--- src/hw/rtl/pss_pkg.sv ---
// ----------------------------------------------------------------------------
// Priority scheduler package
// Shared depth constants, word types, table entry and sequencer states.
// ----------------------------------------------------------------------------
package pss_pkg;

  localparam int QUEUE_DEPTH = 16;
  localparam int IDX_W       = $clog2(QUEUE_DEPTH);
  localparam int FILL_W      = $clog2(QUEUE_DEPTH + 1);

  localparam logic OP_ARRIVE = 1'b0;
  localparam logic OP_TICK   = 1'b1;

  typedef struct packed {
    logic        operation;
    logic [7:0]  job_id;
    logic [7:0]  job_priority;
    logic [15:0] burst_ticks;
  } in_word_t;

  typedef struct packed {
    logic        accepted;
    logic        busy_res;
    logic [7:0]  running_id;
    logic        started;
    logic        completed;
    logic [31:0] tick_time;
    logic [4:0]  waiting_count;
  } out_word_t;

  typedef struct packed {
    logic [7:0]  id;
    logic [7:0]  pri;
    logic [15:0] burst;
  } entry_t;

  typedef struct packed {
    logic             we;
    logic [IDX_W-1:0] waddr;
    entry_t           wdata;
    logic [IDX_W-1:0] raddr;
  } ram_req_t;

  typedef enum logic [2:0] {
    ST_IDLE,
    ST_SCAN,
    ST_SHIFT,
    ST_RUN,
    ST_RESP
  } state_e;

  // Fill count as reported, masked to five bits.
  function automatic logic [4:0] fill_report(input logic [FILL_W-1:0] fill);
    logic [FILL_W+4:0] w;
    w = {5'b0, fill};
    return w[4:0];
  endfunction

endpackage

--- src/hw/rtl/pss_ram.sv ---
// ----------------------------------------------------------------------------
// Waiting table storage
// One write port and one read port with registered read data.
// ----------------------------------------------------------------------------
module pss_ram import pss_pkg::*; (
  input  logic     clk_i,
  input  ram_req_t req_i,
  output entry_t   rdata_o
);

  entry_t mem_q [QUEUE_DEPTH];
  entry_t rdata_q;

  always_ff @(posedge clk_i) begin
    if (req_i.we) begin
      mem_q[req_i.waddr] <= req_i.wdata;
    end
    rdata_q <= mem_q[req_i.raddr];
  end

  assign rdata_o = rdata_q;

endmodule

--- src/hw/rtl/nonpreemptive_priority_scheduler.sv ---
// ----------------------------------------------------------------------------
// Non-preemptive priority scheduler
// Arrival-ordered waiting table; a tick with no running job picks the lowest
// priority value (earliest on ties), closes the gap and runs one tick.
//
//   channel | direction | handshake              | word
//   --------+-----------+------------------------+------------
//   in      | input     | in_valid_i / in_stall_o | in_word_i
//   out     | output    | out_valid_o / out_stall_i | out_word_o
//
// An arrive goes from idle straight to the response state; a tick with a
// job already running (or an empty table) passes through the run state
// first. A tick that starts a job scans the table one entry per cycle through
// the single read port, then shifts the later entries down one per cycle.
// Reset clears the fill count, run state and time; the table is not cleared.
// A result waits in the output register while the next word is accepted.
// ----------------------------------------------------------------------------
module nonpreemptive_priority_scheduler import pss_pkg::*; (
  input  logic      clk_i,
  input  logic      rst_ni,
  input  logic      in_valid_i,
  output logic      in_stall_o,
  input  in_word_t  in_word_i,
  output logic      out_valid_o,
  input  logic      out_stall_i,
  output out_word_t out_word_o
);

  state_e            state_q, state_d;
  logic [FILL_W-1:0] fill_q, fill_d;
  logic              run_vld_q, run_vld_d;
  logic [7:0]        run_id_q, run_id_d;
  logic [15:0]       run_left_q, run_left_d;
  logic [31:0]       now_q, now_d;
  logic [31:0]       tick_time_q, tick_time_d;
  logic              started_q, started_d;
  logic [FILL_W-1:0] scan_q, scan_d;
  logic              rd_vld_q, rd_vld_d;
  logic [IDX_W-1:0]  rd_idx_q, rd_idx_d;
  logic [IDX_W-1:0]  best_idx_q, best_idx_d;
  entry_t            best_q, best_d;
  out_word_t         res_q, res_d;
  out_word_t         out_q, out_d;
  logic              out_vld_q, out_vld_d;

  ram_req_t          ram_req;
  entry_t            rd_data;
  logic              in_acc;
  logic              out_free;
  logic [FILL_W-1:0] fill_m1;
  logic [IDX_W-1:0]  last_idx;
  logic              scan_issue;
  logic              scan_last;
  logic              shift_done;

  pss_ram u_ram (
    .clk_i  (clk_i),
    .req_i  (ram_req),
    .rdata_o(rd_data)
  );

  assign in_stall_o  = (state_q != ST_IDLE);
  assign in_acc      = in_valid_i && !in_stall_o;
  assign out_free    = !out_vld_q || !out_stall_i;
  assign out_valid_o = out_vld_q;
  assign out_word_o  = out_q;

  assign fill_m1    = fill_q - FILL_W'(1);
  assign last_idx   = fill_m1[IDX_W-1:0];
  assign scan_issue = (scan_q < fill_q);
  assign scan_last  = rd_vld_q && (rd_idx_q == last_idx);
  assign shift_done = scan_last || (!rd_vld_q && !scan_issue);

  // Next state
  always_comb begin
    state_d = state_q;
    case (state_q)
      ST_IDLE: begin
        if (in_acc) begin
          if (in_word_i.operation == OP_TICK) begin
            if (!run_vld_q && (fill_q != '0)) state_d = ST_SCAN;
            else                              state_d = ST_RUN;
          end else begin
            state_d = ST_RESP;
          end
        end
      end
      ST_SCAN:  if (scan_last)  state_d = ST_SHIFT;
      ST_SHIFT: if (shift_done) state_d = ST_RUN;
      ST_RUN:   state_d = ST_RESP;
      ST_RESP:  if (out_free)   state_d = ST_IDLE;
      default:  state_d = ST_IDLE;
    endcase
  end

  // Datapath and table access
  always_comb begin
    fill_d      = fill_q;
    run_vld_d   = run_vld_q;
    run_id_d    = run_id_q;
    run_left_d  = run_left_q;
    now_d       = now_q;
    tick_time_d = tick_time_q;
    started_d   = started_q;
    scan_d      = scan_q;
    rd_vld_d    = 1'b0;
    rd_idx_d    = rd_idx_q;
    best_idx_d  = best_idx_q;
    best_d      = best_q;
    res_d       = res_q;
    out_d       = out_q;
    out_vld_d   = out_vld_q && out_stall_i;

    ram_req.we    = 1'b0;
    ram_req.waddr = fill_q[IDX_W-1:0];
    ram_req.wdata = '{id: in_word_i.job_id, pri: in_word_i.job_priority,
                      burst: in_word_i.burst_ticks};
    ram_req.raddr = scan_q[IDX_W-1:0];

    case (state_q)
      ST_IDLE: begin
        if (in_acc) begin
          res_d = '0;
          if (in_word_i.operation == OP_TICK) begin
            tick_time_d = now_q;
            now_d       = now_q + 32'd1;
            started_d   = 1'b0;
            scan_d      = '0;
          end else if (fill_q < FILL_W'(QUEUE_DEPTH)) begin
            ram_req.we          = 1'b1;
            fill_d              = fill_q + FILL_W'(1);
            res_d.accepted      = 1'b1;
            res_d.waiting_count = fill_report(fill_d);
          end else begin
            res_d.waiting_count = fill_report(fill_q);
          end
        end
      end
      ST_SCAN: begin
        if (scan_issue) begin
          rd_vld_d = 1'b1;
          rd_idx_d = scan_q[IDX_W-1:0];
          scan_d   = scan_q + FILL_W'(1);
        end
        // strict compare keeps the earliest arrival on ties
        if (rd_vld_q && ((rd_idx_q == '0) || (rd_data.pri < best_q.pri))) begin
          best_d     = rd_data;
          best_idx_d = rd_idx_q;
        end
        if (scan_last) begin
          scan_d = FILL_W'(best_idx_d) + FILL_W'(1);
        end
      end
      ST_SHIFT: begin
        if (scan_issue) begin
          rd_vld_d = 1'b1;
          rd_idx_d = scan_q[IDX_W-1:0];
          scan_d   = scan_q + FILL_W'(1);
        end
        // move each later entry down by one to close the gap
        if (rd_vld_q) begin
          ram_req.we    = 1'b1;
          ram_req.waddr = rd_idx_q - IDX_W'(1);
          ram_req.wdata = rd_data;
        end
        if (shift_done) begin
          fill_d     = fill_m1;
          run_vld_d  = 1'b1;
          run_id_d   = best_q.id;
          run_left_d = best_q.burst;
          started_d  = 1'b1;
        end
      end
      ST_RUN: begin
        res_d               = '0;
        res_d.tick_time     = tick_time_q;
        res_d.started       = started_q;
        res_d.waiting_count = fill_report(fill_q);
        if (run_vld_q) begin
          res_d.busy_res   = 1'b1;
          res_d.running_id = run_id_q;
          if (run_left_q <= 16'd1) begin
            res_d.completed = 1'b1;
            run_vld_d       = 1'b0;
            run_left_d      = '0;
          end else begin
            run_left_d = run_left_q - 16'd1;
          end
        end
      end
      ST_RESP: begin
        if (out_free) begin
          out_d     = res_q;
          out_vld_d = 1'b1;
        end
      end
      default: ;
    endcase
  end

  always_ff @(posedge clk_i or negedge rst_ni) begin
    if (!rst_ni) begin
      state_q    <= ST_IDLE;
      fill_q     <= '0;
      run_vld_q  <= 1'b0;
      run_id_q   <= '0;
      run_left_q <= '0;
      now_q      <= '0;
      rd_vld_q   <= 1'b0;
      out_vld_q  <= 1'b0;
    end else begin
      state_q    <= state_d;
      fill_q     <= fill_d;
      run_vld_q  <= run_vld_d;
      run_id_q   <= run_id_d;
      run_left_q <= run_left_d;
      now_q      <= now_d;
      rd_vld_q   <= rd_vld_d;
      out_vld_q  <= out_vld_d;
    end
  end

  always_ff @(posedge clk_i) begin
    tick_time_q <= tick_time_d;
    started_q   <= started_d;
    scan_q      <= scan_d;
    rd_idx_q    <= rd_idx_d;
    best_idx_q  <= best_idx_d;
    best_q      <= best_d;
    res_q       <= res_d;
    out_q       <= out_d;
  end

  a_fill_bound: assert property (@(posedge clk_i) disable iff (!rst_ni)
    fill_q <= FILL_W'(QUEUE_DEPTH))
    else $error("waiting table fill exceeds depth");

  a_no_write_in_scan: assert property (@(posedge clk_i) disable iff (!rst_ni)
    (state_q == ST_SCAN) |-> !ram_req.we)
    else $error("table written during selection scan");

  a_start_loads_job: assert property (@(posedge clk_i) disable iff (!rst_ni)
    (state_q == ST_SHIFT && state_d == ST_RUN) |=> (run_vld_q && started_q))
    else $error("selected job not loaded");

  a_complete_busy: assert property (@(posedge clk_i) disable iff (!rst_ni)
    (out_vld_q && out_q.completed) |-> out_q.busy_res)
    else $error("completion reported on idle tick");

  a_scan_nonempty: assert property (@(posedge clk_i) disable iff (!rst_ni)
    (state_q == ST_IDLE && state_d == ST_SCAN) |-> (fill_q != '0 && !run_vld_q))
    else $error("scan started with nothing to pick");

endmodule

--- config.mk ---
export PLATFORM = sky130hd
export DESIGN_NAME = nonpreemptive_priority_scheduler
export DESIGN_NICKNAME = d
export VERILOG_FILES = /design/src/hw/rtl/pss_pkg.sv /design/src/hw/rtl/pss_ram.sv /design/src/hw/rtl/nonpreemptive_priority_scheduler.sv
export SDC_FILE = /design/constraint.sdc
export NUM_CORES = 1
export LEC_CHECK = 0
export BUFFER_PORTS_ARGS = -buffer_cell sky130_fd_sc_hd__buf_4
export CAP_MARGIN = 40
export CELL_PAD_IN_SITES_DETAIL_PLACEMENT = 0
export CELL_PAD_IN_SITES_GLOBAL_PLACEMENT = 2
export CORE_MARGIN = 2
export CORE_UTILIZATION = 45
export CTS_BUF_LIST = sky130_fd_sc_hd__clkbuf_8
export DETAILED_ROUTE_END_ITERATION = 6
export PLACE_DENSITY_LB_ADDON = 0.1
export SYNTH_ARGS = -nofsm -noshare
export SYNTH_HDL_FRONTEND = slang
export SYNTH_HIERARCHICAL = 1
export SYNTH_SLANG_ARGS = --single-unit
--- constraint.sdc ---
create_clock -name clk_i -period 4.3 [get_ports clk_i]
set_clock_uncertainty 0.15 [all_clocks]
set_input_delay 0.43 -clock clk_i [delete_from_list [all_inputs] [get_ports clk_i]]
set_output_delay 0.43 -clock clk_i [all_outputs]
set_load 0.005 [all_outputs]
==> flow_metrics.env, run 1 <==
export IMPL_r2r_cells=9
export IMPL_dp_hpwl_mm=37.10
export IMPL_fp_dieH_um=264.0
export IMPL_place_ws_ns=0.8766
export IMPL_clk_latency_ns=0.77
export IMPL_status="completed"
export IMPL_nNetsFinal=1838
export IMPL_cp_data_arrival_time_ns=3.79
export IMPL_min_period_ns=3.494
export IMPL_clockBufferDepth=3
export IMPL_rrSetupSlack_ns=0.81
export IMPL_rsz0062_at_grt="false"
export IMPL_critPathLaunchType="register"
export IMPL_drt_iter0_drc=1220
export IMPL_ir_worst_vdd_v=0.0004879
export IMPL_cts_resized=0
export IMPL_final_max_slew_viol_count=0
export IMPL_powerDensity_nw_per_um2=596.4
export IMPL_hold_violations=0
export IMPL_worstMarginPinSlew_ns=1.000
export IMPL_wl_per_cell_um=23.35
export IMPL_yosysTopAreaCellShare_pct=67.92
export IMPL_synth_top_area_cell="edfxtp_1"
export IMPL_grtUsageMet1_pct=26.00
export IMPL_hold_class="in -> async"
export IMPL_reg2reg_from="state_q[1]$_DFFE_PN0P_"
export IMPL_placed_area_um2=32470
export IMPL_gp_congestion=0.7642
export IMPL_crit_chain="nand2_2, nor2_4, buf_4, nor2_1, a21oi_1, buf_4, nand2_1, nor2_4, buf_12"
export IMPL_grt_usage_pct=18.95
export IMPL_grt_first_pass_wirelength_mm=98.06
export IMPL_clock_sinks=787
export IMPL_core_area_um2=67040
export IMPL_grt_ovfl_total=0
export IMPL_drive_above_1_share_pct=28.21
export IMPL_synth_edf_count=688
export IMPL_post_cts_setup_buffers=0
export IMPL_relSlewSlack_pct=33.32
export IMPL_startpoint="state_q[1]$_DFFE_PN0P_"
export IMPL_ios=88
export IMPL_wl_mm=64.62
export IMPL_areaGrowthSynthToFinish_pct=15.60
export IMPL_fmax_mhz=286.2
export IMPL_register_area_um2=22980
export IMPL_cts_tree="yes"
export IMPL_ys_types=79
export IMPL_p_leak_nw=12.16
export IMPL_syn_num_nets=1638
export IMPL_ys_seq_area_share_pct=75.54
export IMPL_stdcell_area_um2=35160
export IMPL_netlist_area_um2=30420
export IMPL_critPathSlowestCell="dfrtp_1"
export IMPL_rows=95
export IMPL_ys_dominant_reg_cell="edfxtp_1"
export IMPL_ys_ff_latch=787
export IMPL_rr_endpoint="u_ram/mem_q[15][3]$_DFFE_PP_"
export IMPL_grt_busiest_layer="met2"
export IMPL_final_antenna_net_count=0
export IMPL_fillers=5433
export IMPL_grt_use_met2_pct=30.43
export IMPL_cts_made_buffers=136
export IMPL_crit_end="u_ram/mem_q[15][3]$_DFFE_PP_"
export IMPL_grt_max_degree=133
export IMPL_cts_root_buf="clkbuf_8"
export IMPL_die_area_um2=69690
export IMPL_drc_errors=0
export IMPL_first_pass_iters=6
export IMPL_critPathKind="reg -> reg"
export IMPL_maxCapViolations=0
export IMPL_first_global_vias=16050
export IMPL_multi_input_comb_area_um2=7163
export IMPL_crit_path_max_fanout=23
export IMPL_initial_core_util_pct=45.37
export IMPL_worst_slack_ns=0.8062
export IMPL_clk_pin_slew_ns=0.06
export IMPL_cp_end_kind="register"
export IMPL_syn_avg_cell_area_um2=19.25
export IMPL_portBuffers=87
export IMPL_ys_top_cells_by_area="edfxtp_1, mux4_2, dfrtp_1"
export IMPL_yosys_warnings=6
export IMPL_cts_hold_buf=5
export IMPL_grt_use_met3_pct=3.188
export IMPL_synth_async_reset_ratio_pct=8.513
export IMPL_routed_via_density=5.551
export IMPL_cp_required_ns=4.59
export IMPL_finalCritPeriodShare_pct=81.25
export IMPL_antenna_found_initial=3
export IMPL_die_x_um=264.0
export IMPL_synth_cells=1580
export IMPL_finalSetupViolCount=0
export IMPL_cts_max_level=4
export IMPL_fin_setup_tns_ns=0
export IMPL_via_count=15360
export IMPL_crit_path_max_incr_delay_ns=0.61
## worst min-delay path by stage
stage	to	slack (ns)	cells after the start
after floorplan	fill_q[0]$_DFFE_PN0P_	-0.02	0
after global placement	out_word_o[27]$_DFFE_PP_	0.25	0
after detailed placement	now_q[21]$_DFFE_PN0P_	0.15	1
after CTS	now_q[20]$_DFFE_PN0P_	0.008	3
after global routing	now_q[19]$_DFFE_PN0P_	0.06	3
final	now_q[20]$_DFFE_PN0P_	0.07	3
## critical path: cells and delay by family (launching register included)
family / cells / cell delay, ns
flip-flops: 1 / 0.61
buffers and inverters: 3 / 0.84
AO/OA/AOI/OAI: 1 / 0.15
AND/OR/NAND/NOR: 5 / 1.38
## Yosys cell counts (23+ instances only)
library cell  number
inv_1             24
nand2_1           92
clkbuf_1          33
nand3_1           23
mux2_2            41
xnor2_1           31
nor2_1            37
edfxtp_1         688
a22oi_1           68
dfrtp_1           67
mux4_2           128
dfxtp_1           32
and2_1            40
## report_power, final
group / leakage [nW] / total, mW / switching, mW / internal (mW)
sequential: 7.44 / 9.75 / 0.522 / 9.23
clock: 1.53 / 6.49 / 2.95 / 3.54
combinational: 3.19 / 4.73 / 2.67 / 2.06
total: 12.2 / 21.0 / 6.14 / 14.8
## registers in the layout, summed over array words and instances (netlist names), 3 cells and up
signal,count
res_q,49
run_left_q,16
now_q,32
scan_q,5
run_id_q,8
rd_idx_q,4
u_ram/rdata_o,32
state_q,3
tick_time_q,32
out_word_o,49
u_ram/mem_q,512
best_idx_q,4
fill_q,5
best_q,32
## cell type report
type	count	area share [%]
Tap cell	873	3.106
Antenna cell	1	0.007117
Sequential cell	787	65.35
Multi-Input combinational cell	695	20.37
Clock inverter	99	1.569
Clock buffer	152	5.950
Timing Repair Buffer	136	3.395
Inverter	24	0.2562
## cell families (layout without fill, tap and decap cells)
logic type	after synthesis	after routing	share of synthesized area, %
DFF	787	787	75.54
adders and majority gates	21	21	0.8638
other	0	1	0
and+or+nand+nor	282	282	5.027
AOI/OAI and AO/OA	167	167	4.266
muxes	179	179	11.43
xor gates and xnor gates	46	46	1.325
buffers and inverters	98	411	1.555
## metrics by stage
stage                     cells  utilization, %  power, mW  hold slack [ns]
final                      2767           52.45      20.97          0.06832
after global routing       2767           52.45      22.06          0.06281
after CTS                  2766           52.45      21.29         0.007866
after detailed placement   2510           48.43      14.72           0.1510
after global placement     2507           48.31      14.62           0.2505
after floorplan            1580               -      13.12         -0.01559
## routing by layer
| layer | vias up | routed length [µm] |
|---|---|---|
| met5 | - | 0 |
| met4 | 0 | 1735 |
| met3 | 134 | 2805 |
| met2 | 404 | 31360 |
| met1 | 8022 | 28720 |
| li1 | 6800 | - |
## layout by cell type (no fill, tap or decap), types with 15 or more instances in the layout
master      n
a21oi_1    19
a22oi_1    68
and2_1     40
and3_1     15
buf_4     120
clkbuf_8  152
clkinv_1   26
dfrtp_1    67
dfxtp_1    32
edfxtp_1  688
ha_1       21
inv_1      75
mux2_2     41
mux4_2    128
nand2_1    91
nand3_1    23
nor2_1     23
nor2_4     15
nor3_1     17
xnor2_1    31
xor2_1     15
Power figures use the tool's default switching activity.
==> run 2, diff against run 1 <==
--- a/config.mk
+++ b/config.mk
@@ -5,12 +5,13 @@
 export SDC_FILE = /design/constraint.sdc
 export NUM_CORES = 1
 export LEC_CHECK = 0
+export ABC_AREA = 1
 export BUFFER_PORTS_ARGS = -buffer_cell sky130_fd_sc_hd__buf_4
 export CAP_MARGIN = 40
 export CELL_PAD_IN_SITES_DETAIL_PLACEMENT = 0
 export CELL_PAD_IN_SITES_GLOBAL_PLACEMENT = 2
 export CORE_MARGIN = 2
-export CORE_UTILIZATION = 45
+export CORE_UTILIZATION = 39
 export CTS_BUF_LIST = sky130_fd_sc_hd__clkbuf_8
 export DETAILED_ROUTE_END_ITERATION = 6
 export PLACE_DENSITY_LB_ADDON = 0.1
==> constraint.sdc (replaced) <==
create_clock -name clk_i -period 3.1 [get_ports clk_i]
set_clock_uncertainty 0.15 [all_clocks]
set_input_delay 0.31 -clock clk_i [delete_from_list [all_inputs] [get_ports clk_i]]
set_output_delay 0.31 -clock clk_i [all_outputs]
set_load 0.005 [all_outputs]
==> flow_metrics.env, run 2 <==
export IMPL_crit_chain="inv_2, nand2_4, nor2_4, inv_2, nor2_4, inv_2, buf_4, o31ai_1, buf_4, nand3_1, nor2_4, buf_4"
export IMPL_final_cell_mix="nand2_1, edfxtp_1, inv_1, nand3_1, clkbuf_8"
export IMPL_portBuffers=87
export IMPL_grt_first_pass_wirelength_mm=130.4
export IMPL_areaGrowthSynthToFinish_pct=16.17
export IMPL_ys_dominant_reg_cell="edfxtp_1"
export IMPL_worst_slack_ns=0.2281
export IMPL_drc_errors=0
export IMPL_dp_hpwl_mm=52.84
export IMPL_yosys_warnings=6
export IMPL_first_global_vias=21480
export IMPL_final_max_slew_viol_count=0
export IMPL_fp_dieH_um=296.5
export IMPL_finalCritPeriodShare_pct=92.64
export IMPL_grt_use_met3_pct=3.773
export IMPL_min_period_ns=2.872
export IMPL_ios=88
export IMPL_top_register="u_ram/mem_q"
export IMPL_stdcell_area_um2=38770
export IMPL_syn_avg_cell_area_um2=10.76
export IMPL_wl_mm=85.80
export IMPL_synth_async_reset_ratio_pct=8.513
export IMPL_syn_num_nets=3159
export IMPL_powerDensity_nw_per_um2=866.1
export IMPL_clkPwrFrac_pct=27.3
export IMPL_hold_violations=0
export IMPL_relSlewSlack_pct=42.62
export IMPL_critPathSlowestCell="dfrtp_1"
export IMPL_p_sw_mw=12.32
export IMPL_first_pass_iters=5
export IMPL_dp_cells=4293
export IMPL_final_antenna_net_count=0
export IMPL_p_int_mw=21.26
export IMPL_critPathKind="reg -> reg"
export IMPL_pwr_share_comb_pct=30.7
export IMPL_cts_root_buf="clkbuf_8"
export IMPL_cts_max_level=4
export IMPL_synth_cells=3101
export IMPL_final_util_pct=45.60
export IMPL_clk_pin_slew_ns=0.06
export IMPL_synth_top_area_cell="edfxtp_1"
export IMPL_clockBufferDepth=3
export IMPL_status="completed"
export IMPL_cp_data_arrival_time_ns=3.17
export IMPL_rows=107
export IMPL_synth_edf_count=688
export IMPL_crit_path_max_incr_delay_ns=0.42
export IMPL_synthTopCellsByCount="nand2_1, edfxtp_1, inv_1, nand3_1, nor2_1"
export IMPL_maxCapViolations=0
export IMPL_grt_usage_pct=19.95
export IMPL_ys_top_cells_by_area="edfxtp_1, nand2_1, nand3_1"
export IMPL_path_buf_inv=6
export IMPL_grt_ovfl_total=0
export IMPL_ys_types=47
export IMPL_critPathLaunchType="register"
export IMPL_grtUsageMet1_pct=29.15
export IMPL_cts_tree="yes"
export IMPL_ys_ff_latch=787
export IMPL_fin_cells=4568
export IMPL_switching_share_pct=36.69
export IMPL_hold_class="in -> reg"
export IMPL_p_leak_nw=16.65
export IMPL_layout_commonest_cell="nand2_1"
export IMPL_netlist_area_um2=33370
export IMPL_cp_end_kind="register"
export IMPL_fmax_mhz=348.2
export IMPL_grt_use_met2_pct=30.04
export IMPL_ir_worst_vdd_v=0.0004787
export IMPL_initial_core_util_pct=39.26
export IMPL_worstMarginPinSlew_ns=0.8607
export IMPL_rsz0062_at_grt="false"
export IMPL_cp_required_ns=3.40
export IMPL_grt_max_degree=79
export IMPL_drive_above_1_share_pct=12.16
export IMPL_path_delay_family="buffers and inverters"
export IMPL_fin_setup_tns_ns=0
export IMPL_largest_reg_flops=512
export IMPL_nNetsFinal=3366
export IMPL_clk_latency_ns=0.78
export IMPL_antenna_found_initial=2
export IMPL_yosysTopAreaCellShare_pct=61.90
export IMPL_via_count=21690
export IMPL_ys_seq_area_share_pct=68.85
export IMPL_gp_congestion=0.8174
export IMPL_die_x_um=296.5
export IMPL_p_seq_share_pct=42.0
export IMPL_wl_per_cell_um=18.78
export IMPL_core_area_um2=85010
export IMPL_die_area_um2=87930
export IMPL_crit_path_max_fanout=17
export IMPL_routed_via_density=4.748
export IMPL_placed_area_um2=35890
export IMPL_clock_sinks=787
export IMPL_place_ws_ns=0.2075
export IMPL_yosysMostFrequentCell="nand2_1"
export IMPL_drt_iter0_drc=1465
export IMPL_grt_busiest_layer="met2"
export IMPL_cts_made_buffers=138
export IMPL_finalSetupViolCount=0
-- run 2: changes by cell type after synthesis, moves of 30 or more --
cell,before,now
and2_1,40,0
a22oi_1,68,2
mux4_2,128,0
nor2_1,37,109
mux2_2,41,0
nand3_1,23,423
buf_2,15,45
inv_1,24,500
o21ai_0,9,43
nand2_1,92,928
-- run 2: tightest hold or removal path, cell delays in order --
cell and delay [ns]:
buf_4 0.13, nand2_1 0.10, nand2_1 0.05, buf_4 0.22
-- run 2: per-stage QoR --
stage,hold WS (ns),power (mW)
4_1_cts,0.01913,34.04
2_1_floorplan,-0.1356,20.97
3_3_place_gp,0.2511,24.58
3_5_place_dp,0.004628,24.67
5_1_grt,0.03343,35.76
6_report,0.1015,33.58
-- run 2: final cells by class --
class	count	area, µm²
timing repair buffer	193	1942
inverter	511	1926
sequential	787	22980
clock buffer	156	2147
multi-input combinational	1677	7815
fill	7949	46240
antenna	2	5.005
tap	1144	1431
clock inverter	98	526.8
-- run 2: logic make-up after synthesis --
logic type                 count (synthesis)  share of synthesized area (%)
and+or+nand+nor                         1516                          19.28
AOI/OAI and AO/OA                         88                          1.451
muxes                                      1                        0.02999
buffers and inverters                    637                          8.218
adders and majority gates                 21                         0.7873
DFF                                      787                          68.85
xor gates and xnor gates                  51                          1.383
-- run 2: repair_timing --
action                                  CTS  global route
endpoints found under the setup margin    0            26
resized for setup                         0             2
setup buffers                             0             0
hold endpoints to repair                307             0
hold buffers                             19             0
-- run 2: power by group through the flow --
stage | combinational [mW] | clock [mW] | sequential [mW]
floorplan | 6.92 | 0 | 14.0
global placement | 10.3 | 0 | 14.3
detailed placement | 10.3 | 0 | 14.3
CTS | 10.4 | 9.52 | 14.1
global route | 11.6 | 9.96 | 14.2
finish | 10.3 | 9.17 | 14.1
-- run 2: path summary, 6_finish.rpt --
path | from | to | slack, ns | depth (start not counted)
max | state_q[2]$_DFFE_PN0P_ | u_ram/mem_q[3][21]$_DFFE_PP_ | 0.23 | 12
min | in_word_i[31] | u_ram/mem_q[11][31]$_DFFE_PP_ | 0.10 | 4
max reg2reg | state_q[2]$_DFFE_PN0P_ | u_ram/mem_q[3][21]$_DFFE_PP_ | 0.23 | 12
min reg2reg | res_q[12]$_SDFFCE_PN0P_ | out_word_o[12]$_DFFE_PP_ | 0.26 | 0
max in group asynchronous | rst_ni | now_q[15]$_DFFE_PN0P_ | 1.62 | 4
min in group asynchronous | rst_ni | run_left_q[9]$_DFFE_PN0P_ | 0.44 | 3
-- run 2: layer usage --
layer | vias to the layer above | share of wire (%)
met5 | - | 0
met4 | 0 | 1.9
met3 | 119 | 4.8
met2 | 492 | 44
met1 | 10540 | 49
li1 | 10540 | -
